<file path="src/rtl/core/lattice_gas_hex_collision_core_assert.svh">
// Assertion macros for the lattice gas collision core.
`ifndef LATTICE_GAS_HEX_COLLISION_CORE_ASSERT_SVH
`define LATTICE_GAS_HEX_COLLISION_CORE_ASSERT_SVH
// Same-cycle implication.
`define LGHC_ASSERT_IMPLIES(lbl, clk, rst, ante, cons) \
   lbl: assert property (@(posedge clk) disable iff (rst) (ante) |-> (cons)) \
      else $error("assertion failed");
// Next-cycle implication.
`define LGHC_ASSERT_NEXT(lbl, clk, rst, ante, cons) \
   lbl: assert property (@(posedge clk) disable iff (rst) (ante) |=> (cons)) \
      else $error("assertion failed");
`endif

</file>
<file path="src/rtl/core/lghc_pkg.sv">
// Shared types and constants for the lattice gas collision core.
`default_nettype none
package lghc_pkg;
   localparam int TYPE_W  = 3;
   localparam int DIR_W   = 8;
   localparam int RAND_W  = 32;
   localparam int IDX_W   = 8;
   localparam int RES_W   = 12;
   localparam int unsigned MAX_COUNT_DEF = 255;
   localparam logic [DIR_W-1:0] INLET_FLOOR_RST    = 8'd10;
   localparam logic [DIR_W-1:0] OUTLET_CEILING_RST = 8'd3;
   localparam logic [TYPE_W-1:0] CELL_OTHER  = 3'd0;
   localparam logic [TYPE_W-1:0] CELL_FLUID  = 3'd1;
   localparam logic [TYPE_W-1:0] CELL_INLET  = 3'd2;
   localparam logic [TYPE_W-1:0] CELL_OUTLET = 3'd3;
   localparam logic [TYPE_W-1:0] CELL_WALL   = 3'd4;
   localparam logic [IDX_W-1:0] REG_INLET_FLOOR    = 8'd0;
   localparam logic [IDX_W-1:0] REG_OUTLET_CEILING = 8'd1;
   typedef struct packed {
      logic busy;
      logic done;
   } div_stat_type;
endpackage
`default_nettype wire

</file>
<file path="src/rtl/core/lghc_if.sv">
// Channel interfaces: input word, result word, register writes.
`default_nettype none
interface lghc_req_if;
   import lghc_pkg::*;
   logic valid;
   logic ready;
   logic [TYPE_W-1:0] cell_type;
   logic [DIR_W-1:0] count_dir0;
   logic [DIR_W-1:0] count_dir1;
   logic [DIR_W-1:0] count_dir2;
   logic [DIR_W-1:0] count_dir3;
   logic [DIR_W-1:0] count_dir4;
   logic [DIR_W-1:0] count_dir5;
   logic [RAND_W-1:0] random_select;
   logic [RAND_W-1:0] random_split;
   modport source(output valid, cell_type, count_dir0, count_dir1, count_dir2, count_dir3,
      count_dir4, count_dir5, random_select, random_split, input ready);
   modport sink(input valid, cell_type, count_dir0, count_dir1, count_dir2, count_dir3,
      count_dir4, count_dir5, random_select, random_split, output ready);
endinterface

interface lghc_rsp_if;
   import lghc_pkg::*;
   logic valid;
   logic ready;
   logic [DIR_W-1:0] out_dir0;
   logic [DIR_W-1:0] out_dir1;
   logic [DIR_W-1:0] out_dir2;
   logic [DIR_W-1:0] out_dir3;
   logic [DIR_W-1:0] out_dir4;
   logic [DIR_W-1:0] out_dir5;
   logic overflow;
   modport source(output valid, out_dir0, out_dir1, out_dir2, out_dir3, out_dir4, out_dir5,
      overflow, input ready);
   modport sink(input valid, out_dir0, out_dir1, out_dir2, out_dir3, out_dir4, out_dir5,
      overflow, output ready);
endinterface

interface lghc_csr_if;
   import lghc_pkg::*;
   logic valid;
   logic ready;
   logic [IDX_W-1:0] index;
   logic [DIR_W-1:0] data;
   modport source(output valid, index, data, input ready);
   modport sink(input valid, index, data, output ready);
endinterface
`default_nettype wire

</file>
<file path="src/rtl/core/lghc_mod.sv">
// Shared restoring modulo unit, one quotient bit per cycle.
`default_nettype none
module lghc_mod (
   input  wire logic                        clock,
   input  wire logic                        reset,
   input  wire logic                        start,
   input  wire logic [lghc_pkg::RAND_W-1:0] dividend,
   input  wire logic [lghc_pkg::RAND_W-1:0] divisor,
   output lghc_pkg::div_stat_type           stat,
   output logic [lghc_pkg::RAND_W-1:0]      remainder
);
   import lghc_pkg::*;
   localparam int CNT_W = $clog2(RAND_W + 1);

   logic              busy_ff, busy_in;
   logic              done_ff, done_in;
   logic [CNT_W-1:0]  cnt_ff, cnt_in;
   logic [RAND_W-1:0] dvd_ff, dvd_in;
   logic [RAND_W-1:0] dvs_ff, dvs_in;
   logic [RAND_W-1:0] rem_ff, rem_in;
   logic [RAND_W:0]   rem_sh;

   always_comb begin
      busy_in = busy_ff;
      done_in = 1'b0;
      cnt_in  = cnt_ff;
      dvd_in  = dvd_ff;
      dvs_in  = dvs_ff;
      rem_in  = rem_ff;
      rem_sh  = {rem_ff, dvd_ff[RAND_W-1]};
      if (start) begin
         busy_in = 1'b1;
         cnt_in  = '0;
         dvd_in  = dividend;
         dvs_in  = divisor;
         rem_in  = '0;
      end else if (busy_ff) begin
         dvd_in = {dvd_ff[RAND_W-2:0], 1'b0};
         if (rem_sh >= {1'b0, dvs_ff}) begin
            rem_in = RAND_W'(rem_sh - {1'b0, dvs_ff});
         end else begin
            rem_in = rem_sh[RAND_W-1:0];
         end
         cnt_in = cnt_ff + 1'b1;
         if (cnt_ff == CNT_W'(RAND_W - 1)) begin
            busy_in = 1'b0;
            done_in = 1'b1;
         end
      end
   end

   always_ff @(posedge clock) begin
      if (reset) begin
         busy_ff <= 1'b0;
         done_ff <= 1'b0;
         cnt_ff  <= '0;
      end else begin
         busy_ff <= busy_in;
         done_ff <= done_in;
         cnt_ff  <= cnt_in;
      end
      dvd_ff <= dvd_in;
      dvs_ff <= dvs_in;
      rem_ff <= rem_in;
   end

   assign stat.busy = busy_ff;
   assign stat.done = done_ff;
   assign remainder = rem_ff;
endmodule
`default_nettype wire

</file>
<file path="src/rtl/core/lattice_gas_hex_collision_core.sv">
// Wall, inlet, outlet and pass-through cells go from accept to ST_FIN, then to the result.
// Fluid cells walk all 2N+1 momentum shifts (N = cell mass, up to 1530), walk them again
// until one is picked, run two modulo passes on the shared divider and a split search of
// up to k+1 steps. One word in flight; req ready only while idle.
// The result register lets the next word enter while a result waits to be taken.
// Reset (synchronous, high) clears control and loads inlet_floor 10, outlet_ceiling 3.
`default_nettype none
`include "lattice_gas_hex_collision_core_assert.svh"
module lattice_gas_hex_collision_core #(
   parameter int unsigned MAX_COUNT = lghc_pkg::MAX_COUNT_DEF
) (
   input wire logic   clock,
   input wire logic   reset,
   lghc_req_if.sink   req_chan,
   lghc_rsp_if.source rsp_chan,
   lghc_csr_if.sink   csr_chan
);
   import lghc_pkg::*;

   // result counts above this limit force the pass-through fallback
   localparam int unsigned LIM = (MAX_COUNT > 255) ? 255 : MAX_COUNT;
   localparam logic [RES_W-1:0] LIM_C = RES_W'(LIM);

   localparam int SV_W = 13;  // signed momentum terms
   localparam int N_W  = 11;  // cell mass
   localparam int K_W  = 10;  // spare pairs
   localparam int C_W  = 19;  // sub-variant count
   localparam int T_W  = 20;  // triangular running sum

   localparam logic [3:0] ST_IDLE    = 4'd0;
   localparam logic [3:0] ST_SUM     = 4'd1;
   localparam logic [3:0] ST_LAUNCH1 = 4'd2;
   localparam logic [3:0] ST_MOD1    = 4'd3;
   localparam logic [3:0] ST_PICK    = 4'd4;
   localparam logic [3:0] ST_LAUNCH2 = 4'd5;
   localparam logic [3:0] ST_MOD2    = 4'd6;
   localparam logic [3:0] ST_ROOT    = 4'd7;
   localparam logic [3:0] ST_FIN     = 4'd8;

   logic [3:0]             state_ff, state_in;
   logic [DIR_W-1:0]       d_ff [6];
   logic [DIR_W-1:0]       d_in [6];
   logic [RES_W-1:0]       res_ff [6];
   logic [RES_W-1:0]       res_in [6];
   logic [RAND_W-1:0]      rsel_ff, rsel_in, rsplit_ff, rsplit_in;
   logic [N_W-1:0]         n_ff, n_in;
   logic signed [SV_W-1:0] n1_ff, n1_in, n3_ff, n3_in;
   logic signed [SV_W-1:0] w_ff, w_in, pick_ff, pick_in;
   logic [RAND_W-1:0]      total_ff, total_in, r_ff, r_in;
   logic [K_W-1:0]         kpick_ff, kpick_in;
   logic [C_W-1:0]         cpick_ff, cpick_in;
   logic [K_W-1:0]         s_ff, s_in;
   logic [T_W-1:0]         tri_ff, tri_in;
   logic [DIR_W-1:0]       floor_ff, ceil_ff;
   logic                   rsp_valid_ff;
   logic [DIR_W-1:0]       rsp_dir_ff [6];
   logic                   rsp_over_ff;

   // per-shift variant count, shared by both walks
   logic signed [SV_W-1:0] a_v, c_v;
   logic [SV_W-1:0]        abs_a, abs_w, abs_c;
   logic signed [SV_W+1:0] kfull;
   logic                   k_ok;
   logic [K_W-1:0]         k_v;
   logic [2*K_W-1:0]       prod;
   logic [C_W-1:0]         cnt_v;
   logic                   last_w;

   always_comb begin
      a_v    = n1_ff - w_ff;
      c_v    = n3_ff - w_ff;
      abs_a  = a_v[SV_W-1] ? SV_W'(-a_v) : a_v;
      abs_w  = w_ff[SV_W-1] ? SV_W'(-w_ff) : w_ff;
      abs_c  = c_v[SV_W-1] ? SV_W'(-c_v) : c_v;
      kfull  = $signed({4'b0, n_ff}) - $signed({2'b0, abs_a}) - $signed({2'b0, abs_w})
               - $signed({2'b0, abs_c});
      k_ok   = !kfull[SV_W+1] && !kfull[0];
      k_v    = kfull[K_W:1];
      prod   = (2*K_W)'(k_v + 1'b1) * (2*K_W)'(k_v + 2'd2);
      cnt_v  = k_ok ? prod[C_W:1] : '0;
      last_w = (w_ff == $signed({2'b0, n_ff}));
   end

   // shared modulo unit
   logic              div_start;
   logic [RAND_W-1:0] div_dvd, div_dvs, div_rem;
   div_stat_type      div_stat;

   assign div_start = (state_ff == ST_LAUNCH1) || (state_ff == ST_LAUNCH2);
   assign div_dvd   = (state_ff == ST_LAUNCH1) ? rsel_ff : rsplit_ff;
   assign div_dvs   = (state_ff == ST_LAUNCH1) ? ((total_ff == '0) ? RAND_W'(1) : total_ff)
                                               : RAND_W'(cpick_ff);

   lghc_mod u_mod (
      .clock     (clock),
      .reset     (reset),
      .start     (div_start),
      .dividend  (div_dvd),
      .divisor   (div_dvs),
      .stat      (div_stat),
      .remainder (div_rem)
   );

   // split and final result terms
   logic [RAND_W-1:0]      k1_full;
   logic [K_W-1:0]         k1, k2, k3;
   logic signed [SV_W-1:0] fa, fc;
   logic [RES_W-1:0]       pa, na, pb, nb, pc, nc;
   logic                   over;
   logic                   accept;
   logic [DIR_W-1:0]       v;
   logic signed [SV_W-1:0] n2_t;

   assign accept = req_chan.valid && req_chan.ready;

   always_comb begin
      k1_full = r_ff - RAND_W'(tri_ff) + RAND_W'(s_ff) - RAND_W'(1);
      k1 = k1_full[K_W-1:0];
      k2 = s_ff - K_W'(1) - k1;
      k3 = kpick_ff - (s_ff - K_W'(1));
      fa = n1_ff - pick_ff;
      fc = n3_ff - pick_ff;
      pa = fa[SV_W-1] ? '0 : RES_W'(fa);
      na = fa[SV_W-1] ? RES_W'(-fa) : '0;
      pb = pick_ff[SV_W-1] ? '0 : RES_W'(pick_ff);
      nb = pick_ff[SV_W-1] ? RES_W'(-pick_ff) : '0;
      pc = fc[SV_W-1] ? '0 : RES_W'(fc);
      nc = fc[SV_W-1] ? RES_W'(-fc) : '0;
      over = 1'b0;
      for (int i = 0; i < 6; i++) begin
         if (res_ff[i] > LIM_C) over = 1'b1;
      end
   end

   // sequencer
   always_comb begin
      state_in  = state_ff;
      d_in      = d_ff;
      res_in    = res_ff;
      rsel_in   = rsel_ff;
      rsplit_in = rsplit_ff;
      n_in      = n_ff;
      n1_in     = n1_ff;
      n3_in     = n3_ff;
      w_in      = w_ff;
      pick_in   = pick_ff;
      total_in  = total_ff;
      r_in      = r_ff;
      kpick_in  = kpick_ff;
      cpick_in  = cpick_ff;
      s_in      = s_ff;
      tri_in    = tri_ff;
      v         = '0;
      n2_t      = '0;
      unique case (state_ff)
         ST_IDLE: begin
            if (accept) begin
               d_in[0] = req_chan.count_dir0;
               d_in[1] = req_chan.count_dir1;
               d_in[2] = req_chan.count_dir2;
               d_in[3] = req_chan.count_dir3;
               d_in[4] = req_chan.count_dir4;
               d_in[5] = req_chan.count_dir5;
               rsel_in   = req_chan.random_select;
               rsplit_in = req_chan.random_split;
               n_in = N_W'(d_in[0]) + N_W'(d_in[1]) + N_W'(d_in[2]) + N_W'(d_in[3])
                      + N_W'(d_in[4]) + N_W'(d_in[5]);
               n2_t  = $signed({5'b0, d_in[0]}) - $signed({5'b0, d_in[3]});
               n1_in = $signed({5'b0, d_in[5]}) - $signed({5'b0, d_in[2]}) + n2_t;
               n3_in = $signed({5'b0, d_in[1]}) - $signed({5'b0, d_in[4]}) + n2_t;
               w_in  = -$signed({2'b0, n_in});
               total_in = '0;
               kpick_in = '0;
               cpick_in = C_W'(1);
               pick_in  = '0;
               for (int i = 0; i < 6; i++) begin
                  v = d_in[(i + 3) % 6];
                  if (req_chan.cell_type == CELL_INLET && v < floor_ff) v = floor_ff;
                  if (req_chan.cell_type == CELL_OUTLET && v > ceil_ff) v = ceil_ff;
                  if (req_chan.cell_type == CELL_INLET || req_chan.cell_type == CELL_OUTLET
                      || req_chan.cell_type == CELL_WALL) begin
                     res_in[i] = RES_W'(v);
                  end else begin
                     res_in[i] = RES_W'(d_in[i]);
                  end
               end
               state_in = (req_chan.cell_type == CELL_FLUID) ? ST_SUM : ST_FIN;
            end
         end
         ST_SUM: begin
            total_in = total_ff + RAND_W'(cnt_v);
            w_in = w_ff + 1'b1;
            if (last_w) begin
               w_in = -$signed({2'b0, n_ff});
               state_in = ST_LAUNCH1;
            end
         end
         ST_LAUNCH1: state_in = ST_MOD1;
         ST_MOD1: begin
            if (div_stat.done) begin
               r_in = div_rem + 1'b1;
               state_in = ST_PICK;
            end
         end
         ST_PICK: begin
            w_in = w_ff + 1'b1;
            if (cnt_v != '0) begin
               pick_in  = w_ff;
               kpick_in = k_v;
               cpick_in = cnt_v;
               if (r_ff <= RAND_W'(cnt_v)) begin
                  state_in = ST_LAUNCH2;
               end else begin
                  r_in = r_ff - RAND_W'(cnt_v);
               end
            end
            if (last_w) state_in = ST_LAUNCH2;
         end
         ST_LAUNCH2: state_in = ST_MOD2;
         ST_MOD2: begin
            if (div_stat.done) begin
               r_in   = div_rem + 1'b1;
               s_in   = K_W'(1);
               tri_in = T_W'(1);
               state_in = ST_ROOT;
            end
         end
         ST_ROOT: begin
            if (RAND_W'(tri_ff) < r_ff) begin
               s_in   = s_ff + 1'b1;
               tri_in = tri_ff + T_W'(s_ff) + T_W'(1);
            end else begin
               res_in[0] = pb + RES_W'(k1);
               res_in[3] = nb + RES_W'(k1);
               res_in[1] = pc + RES_W'(k2);
               res_in[4] = nc + RES_W'(k2);
               res_in[5] = pa + RES_W'(k3);
               res_in[2] = na + RES_W'(k3);
               state_in = ST_FIN;
            end
         end
         ST_FIN: begin
            if (!rsp_valid_ff || rsp_chan.ready) state_in = ST_IDLE;
         end
         default: state_in = ST_IDLE;
      endcase
   end

   logic load_rsp;
   assign load_rsp = (state_ff == ST_FIN) && (!rsp_valid_ff || rsp_chan.ready);

   always_ff @(posedge clock) begin
      if (reset) begin
         state_ff     <= ST_IDLE;
         floor_ff     <= INLET_FLOOR_RST;
         ceil_ff      <= OUTLET_CEILING_RST;
         rsp_valid_ff <= 1'b0;
      end else begin
         state_ff <= state_in;
         if (csr_chan.valid && csr_chan.index == REG_INLET_FLOOR) floor_ff <= csr_chan.data;
         if (csr_chan.valid && csr_chan.index == REG_OUTLET_CEILING) ceil_ff <= csr_chan.data;
         if (load_rsp) begin
            rsp_valid_ff <= 1'b1;
         end else if (rsp_chan.ready) begin
            rsp_valid_ff <= 1'b0;
         end
      end
      d_ff      <= d_in;
      res_ff    <= res_in;
      rsel_ff   <= rsel_in;
      rsplit_ff <= rsplit_in;
      n_ff      <= n_in;
      n1_ff     <= n1_in;
      n3_ff     <= n3_in;
      w_ff      <= w_in;
      pick_ff   <= pick_in;
      total_ff  <= total_in;
      r_ff      <= r_in;
      kpick_ff  <= kpick_in;
      cpick_ff  <= cpick_in;
      s_ff      <= s_in;
      tri_ff    <= tri_in;
      if (load_rsp) begin
         for (int i = 0; i < 6; i++) begin
            rsp_dir_ff[i] <= over ? d_ff[i] : res_ff[i][DIR_W-1:0];
         end
         rsp_over_ff <= over;
      end
   end

   assign req_chan.ready    = (state_ff == ST_IDLE);
   assign csr_chan.ready    = 1'b1;
   assign rsp_chan.valid    = rsp_valid_ff;
   assign rsp_chan.out_dir0 = rsp_dir_ff[0];
   assign rsp_chan.out_dir1 = rsp_dir_ff[1];
   assign rsp_chan.out_dir2 = rsp_dir_ff[2];
   assign rsp_chan.out_dir3 = rsp_dir_ff[3];
   assign rsp_chan.out_dir4 = rsp_dir_ff[4];
   assign rsp_chan.out_dir5 = rsp_dir_ff[5];
   assign rsp_chan.overflow = rsp_over_ff;

   `LGHC_ASSERT_IMPLIES(a_ready_idle, clock, reset, req_chan.ready, state_ff == ST_IDLE)
   `LGHC_ASSERT_NEXT(a_accept_busy, clock, reset, accept, state_ff != ST_IDLE)
   `LGHC_ASSERT_IMPLIES(a_root_s, clock, reset, state_ff == ST_ROOT, s_ff != '0)
   `LGHC_ASSERT_IMPLIES(a_div_free, clock, reset, div_start, !div_stat.busy)
endmodule
`default_nettype wire
</file>
<file path="src/flat_wrapper.sv">
// flat-port wrapper written by rule: the top's interface ports become plain ports
module lattice_gas_hex_collision_core_flat import lghc_pkg::*;
#(
   parameter int unsigned MAX_COUNT = lghc_pkg::MAX_COUNT_DEF
)
  (clock, reset, req_chan_valid, req_chan_cell_type, req_chan_count_dir0, req_chan_count_dir1, req_chan_count_dir2, req_chan_count_dir3, req_chan_count_dir4, req_chan_count_dir5, req_chan_random_select, req_chan_random_split, req_chan_ready, rsp_chan_valid, rsp_chan_out_dir0, rsp_chan_out_dir1, rsp_chan_out_dir2, rsp_chan_out_dir3, rsp_chan_out_dir4, rsp_chan_out_dir5, rsp_chan_overflow, rsp_chan_ready, csr_chan_valid, csr_chan_index, csr_chan_data, csr_chan_ready);
  lghc_req_if req_chan_i ();
  lghc_rsp_if rsp_chan_i ();
  lghc_csr_if csr_chan_i ();
  input wire logic clock;
  input wire logic reset;
  input wire logic [$bits(req_chan_i.valid)-1:0] req_chan_valid;
  input wire logic [$bits(req_chan_i.cell_type)-1:0] req_chan_cell_type;
  input wire logic [$bits(req_chan_i.count_dir0)-1:0] req_chan_count_dir0;
  input wire logic [$bits(req_chan_i.count_dir1)-1:0] req_chan_count_dir1;
  input wire logic [$bits(req_chan_i.count_dir2)-1:0] req_chan_count_dir2;
  input wire logic [$bits(req_chan_i.count_dir3)-1:0] req_chan_count_dir3;
  input wire logic [$bits(req_chan_i.count_dir4)-1:0] req_chan_count_dir4;
  input wire logic [$bits(req_chan_i.count_dir5)-1:0] req_chan_count_dir5;
  input wire logic [$bits(req_chan_i.random_select)-1:0] req_chan_random_select;
  input wire logic [$bits(req_chan_i.random_split)-1:0] req_chan_random_split;
  output wire logic [$bits(req_chan_i.ready)-1:0] req_chan_ready;
  output wire logic [$bits(rsp_chan_i.valid)-1:0] rsp_chan_valid;
  output wire logic [$bits(rsp_chan_i.out_dir0)-1:0] rsp_chan_out_dir0;
  output wire logic [$bits(rsp_chan_i.out_dir1)-1:0] rsp_chan_out_dir1;
  output wire logic [$bits(rsp_chan_i.out_dir2)-1:0] rsp_chan_out_dir2;
  output wire logic [$bits(rsp_chan_i.out_dir3)-1:0] rsp_chan_out_dir3;
  output wire logic [$bits(rsp_chan_i.out_dir4)-1:0] rsp_chan_out_dir4;
  output wire logic [$bits(rsp_chan_i.out_dir5)-1:0] rsp_chan_out_dir5;
  output wire logic [$bits(rsp_chan_i.overflow)-1:0] rsp_chan_overflow;
  input wire logic [$bits(rsp_chan_i.ready)-1:0] rsp_chan_ready;
  input wire logic [$bits(csr_chan_i.valid)-1:0] csr_chan_valid;
  input wire logic [$bits(csr_chan_i.index)-1:0] csr_chan_index;
  input wire logic [$bits(csr_chan_i.data)-1:0] csr_chan_data;
  output wire logic [$bits(csr_chan_i.ready)-1:0] csr_chan_ready;
  assign req_chan_i.valid = req_chan_valid;
  assign req_chan_i.cell_type = req_chan_cell_type;
  assign req_chan_i.count_dir0 = req_chan_count_dir0;
  assign req_chan_i.count_dir1 = req_chan_count_dir1;
  assign req_chan_i.count_dir2 = req_chan_count_dir2;
  assign req_chan_i.count_dir3 = req_chan_count_dir3;
  assign req_chan_i.count_dir4 = req_chan_count_dir4;
  assign req_chan_i.count_dir5 = req_chan_count_dir5;
  assign req_chan_i.random_select = req_chan_random_select;
  assign req_chan_i.random_split = req_chan_random_split;
  assign req_chan_ready = req_chan_i.ready;
  assign rsp_chan_valid = rsp_chan_i.valid;
  assign rsp_chan_out_dir0 = rsp_chan_i.out_dir0;
  assign rsp_chan_out_dir1 = rsp_chan_i.out_dir1;
  assign rsp_chan_out_dir2 = rsp_chan_i.out_dir2;
  assign rsp_chan_out_dir3 = rsp_chan_i.out_dir3;
  assign rsp_chan_out_dir4 = rsp_chan_i.out_dir4;
  assign rsp_chan_out_dir5 = rsp_chan_i.out_dir5;
  assign rsp_chan_overflow = rsp_chan_i.overflow;
  assign rsp_chan_i.ready = rsp_chan_ready;
  assign csr_chan_i.valid = csr_chan_valid;
  assign csr_chan_i.index = csr_chan_index;
  assign csr_chan_i.data = csr_chan_data;
  assign csr_chan_ready = csr_chan_i.ready;
  lattice_gas_hex_collision_core #(.MAX_COUNT(MAX_COUNT)) u_core (.clock(clock), .reset(reset), .req_chan(req_chan_i), .rsp_chan(rsp_chan_i), .csr_chan(csr_chan_i));
endmodule
</file>
<file path="config.mk">
export PLATFORM = sky130hd
export DESIGN_NAME = lattice_gas_hex_collision_core_flat
export DESIGN_NICKNAME = d
export VERILOG_FILES = /design/src/rtl/core/lghc_pkg.sv /design/src/rtl/core/lghc_if.sv /design/src/rtl/core/lghc_mod.sv /design/src/rtl/core/lattice_gas_hex_collision_core.sv /design/src/flat_wrapper.sv
export VERILOG_INCLUDE_DIRS = /design/src /design/src/rtl/core
export SDC_FILE = /design/constraint.sdc
export NUM_CORES = 2
export LEC_CHECK = 0
export BUFFER_PORTS_ARGS = -buffer_cell sky130_fd_sc_hd__buf_2
export CAP_MARGIN = 20
export CELL_PAD_IN_SITES_DETAIL_PLACEMENT = 0
export CELL_PAD_IN_SITES_GLOBAL_PLACEMENT = 1
export CORE_MARGIN = 1
export CORE_UTILIZATION = 25
export DETAILED_ROUTE_END_ITERATION = 10
export HOLD_SLACK_MARGIN = 0.15
export PLACE_DENSITY = 0.53
export SYNTH_ARGS = -nofsm -noshare
export SYNTH_HDL_FRONTEND = slang
export SYNTH_SLANG_ARGS = --single-unit
</file>
<file path="constraint.sdc">
create_clock -name clock -period 20.7 [get_ports clock]
set_input_delay 1.035 -clock clock [delete_from_list [all_inputs] [get_ports clock]]
set_output_delay 1.035 -clock clock [all_outputs]
set_load 0.03 [all_outputs]
</file>
==> reports/metrics.json <==
{
  "crit_top_cell": "fa_1",
  "avgViaCountPerCell": 4.756,
  "yosys.area_share.simple_pct": 13.31,
  "synth_edf_count": 483,
  "final.setup.tns_ns": 0,
  "latest_clock_arrival_within_the_worst_skew_pair_ns": 0.70,
  "synth-xor-area-share_pct": 8.508,
  "synth.yosys.seq_area_share_pct": 34.03,
  "synth_top_family_by_area": "adder cells",
  "die_h_um": 431.9,
  "postSynthAreaPerCell_um2": 9.600,
  "drc": 0,
  "rsz0062_at_grt": "no",
  "cts_buffers": 69,
  "grt_max_degree": 85,
  "timing.max_slew.rel_slack_pct": 27.18,
  "final_area_um2": 52370,
  "initial_utilization_pct": 25.21,
  "postSynthCellCount": 4813,
  "fin_crit_sh_pct": 74.24,
  "cts_hold_buf": 0,
  "gp_congestion": 0.8945,
  "final_period_minus_worst_setup_slack_ns": 15.37,
  "final.setup_skew_ns": 0.04202,
  "clock_sinks": 544,
  "via_count": 35670,
  "clk_pin_slew_ns": 0.06,
  "dominantRegCellSynth": "edfxtp_1",
  "postCtsSetupRepairBufs": 0,
  "share_of_final_layout_standard_cells_stronger_than_drive_strength_1_pct": 9.434,
  "async_flop_share_pct": 0,
  "post_synth_mux_area_share_pct": 4.065,
  "routedWlPerCell_um": 21.03,
  "portBuffers": 186,
  "synthToLayoutAreaGrowth_pct": 13.34,
  "run_status": "finished clean",
  "synth.yosys.warnings": 0,
  "arrival_ns": 15.93,
  "grtUsageTotal_pct": 16.61,
  "setup_slack_ns": 5.332,
  "grt_first_pass_wirelength_mm": 232.1,
  "maximum_net_fanout_on_the_critical_path": 13,
  "first_global_vias": 35500,
  "fillCellCount": 19375,
  "synth_area_um2": 46200,
  "worst_slew_pin_slew_ns": 1.090,
  "preCtsSetupSlack_ns": 5.106,
  "postRouteAntennaNets": 0,
  "num_io_pins": 188,
  "finalHoldViolCount": 0,
  "place_hpwl_mm": 125.0,
  "finalMaxSlewViolations": 0,
  "cp_data_required_time_ns": 21.26,
  "tritoncts": "done",
  "worst_path_max_stage_delay_ns": 0.77,
  "firstDrtPassIters": 6,
  "rows": 157,
  "postCtsResizedCells": 0,
  "dieWidth_um": 431.9,
  "core_region_area_um2": 183300,
  "clock.fmax_mhz": 65.07,
  "worstSetupPathType": "reg2reg",
  "design.die.area_um2": 186500,
  "postSynthNetCount": 5586,
  "critical_path.startpoint_type": "register",
  "share_of_synthesized_cell_area_in_full_adder_half_adder_and_majority_cells_pct": 19.65,
  "clockRootBuffer": "clkbuf_16",
  "initialDrtViolationCount": 2500,
  "synth_compound_area_share_pct": 14.80,
  "worst_hold_path_type": "reg2reg",
  "ctsLongestPathBuffers": 3,
  "register_bit_total_from_synthesis": 544,
  "synth_cell_type_count": 92,
  "placedInstanceArea_um2": 50100,
  "timing.final.setup_violations": 0,
  "drv.max_cap_violation_count": 0,
  "worst_setup_path_end_kind": "register",
  "route.final.wire_length_mm": 157.7,
  "antenna_found_initial": 20,
  "nets_finish": 5753,
  "grt.overflow.total": 0,
  "htreeDepth": 3,
  "cp_slowest_cell": "xor2_1"
}
-- cells by family (layout without fill, tap and decap cells) --
| family | after synthesis | in the layout |
|---|---|---|
| DFF | 544 | 544 |
| muxes | 178 | 178 |
| adders and majority gates | 637 | 637 |
| xor gates and xnor gates | 443 | 443 |
| buffers and inverters | 683 | 905 |
| and+or+nand+nor | 1289 | 1289 |
| AOI/OAI and AO/OA | 1038 | 1038 |
| other | 1 | 2 |
-- flip-flops by register name (all words and copies together) (netlist names), 19 cells and up --
| register | flops |
|---|---|
| u_core.res_ff | 72 |
| u_core.d_ff | 48 |
| u_core.rsp_dir_ff | 48 |
| u_core.r_ff | 32 |
| u_core.rsel_ff | 32 |
| u_core.rsplit_ff | 32 |
| u_core.total_ff | 32 |
| u_core.u_mod.dvd_ff | 32 |
| u_core.u_mod.dvs_ff | 32 |
| u_core.u_mod.remainder | 32 |
| u_core.tri_ff | 20 |
| u_core.cpick_ff | 19 |
-- critical path, delay by kind of cell (launching register included) --
family	cells	cell delay, ns
AND/OR/NAND/NOR	13	3.39
multiplexers	1	0.37
AO/OA/AOI/OAI	19	4.29
buffers and inverters	6	0.49
adder cells (fa/ha/maj)	12	5.05
flip-flops	1	0.59
XOR/XNOR	3	1.02
-- final timing paths --
kind / startpoint / end / slack (ns) / depth (start not counted)
setup / recovery: u_core.w_ff[0] / u_core.state_ff[0] / 5.33 / 54
hold / removal: u_core.u_mod.remainder[31] / u_core.u_mod.remainder[31] / 0.51 / 2
setup reg to reg: u_core.w_ff[0] / u_core.state_ff[0] / 5.33 / 54
hold reg to reg: u_core.u_mod.remainder[31] / u_core.u_mod.remainder[31] / 0.51 / 2
-- placed cells by master (no fill, tap or decap), drive strengths merged, types with 53 or more instances in the layout --
master / n
nand2b: 60
mux2i: 104
inv: 555
buf: 226
a21o: 128
nor2: 412
nand2: 318
and2: 78
o21ai: 230
a22oi: 54
edfxtp: 483
xnor2: 313
nor3: 78
mux2: 74
clkbuf: 93
a21oi: 251
dfxtp: 61
xor2: 129
nand3: 71
fa: 148
ha: 489
a211oi: 53
o21bai: 67
-- layout make-up --
cell class / count / area, um2 / area share, %
inverter: 553 / 2083 / 3.978
sequential: 544 / 15730 / 30.03
clock inverter: 33 / 344.1 / 0.6570
timing repair buffer: 226 / 1244 / 2.375
multi-input combinational: 3586 / 27990 / 53.44
clock buffer: 93 / 1901 / 3.629
antenna: 1 / 2.502 / 0.004778
tap: 2464 / 3083 / 5.887
-- cell usage after synthesis (104+ instances only) --
master	instances	area share [%]
mux2i_1	104	2.3
o21ai_0	223	2.4
clkbuf_1	109	0.89
a21oi_1	251	2.7
xor2_1	126	2.4
inv_1	551	4.5
fa_1	148	6.4
a21o_1	128	2.1
xnor2_1	311	5.9
nand2_1	318	2.6
nor2_1	412	3.3
edfxtp_1	483	31
ha_1	489	13
-- metrics by stage --
stage | util (%) | instances | hold slack, ns
after detailed placement | 27.33 | 7371 | 0.5081
after global placement | 27.33 | 7371 | 0.5046
final | 28.57 | 7500 | 0.5145
after CTS | 28.56 | 7497 | 0.4496
after global routing | 28.57 | 7499 | 0.4867
after floorplan | - | 4813 | 0.4366
-- layer usage --
layer,wire (um),up-vias,global-route usage (%)
li1,-,17324,-
met1,76310,17448,23.68
met2,71480,745,26.40
met3,7514,135,2.478
met4,2287,18,3.447
met5,126,-,0
Power is not shown: default switching activity piles up to over one toggle a cycle in this logic, so the estimate is an artifact.
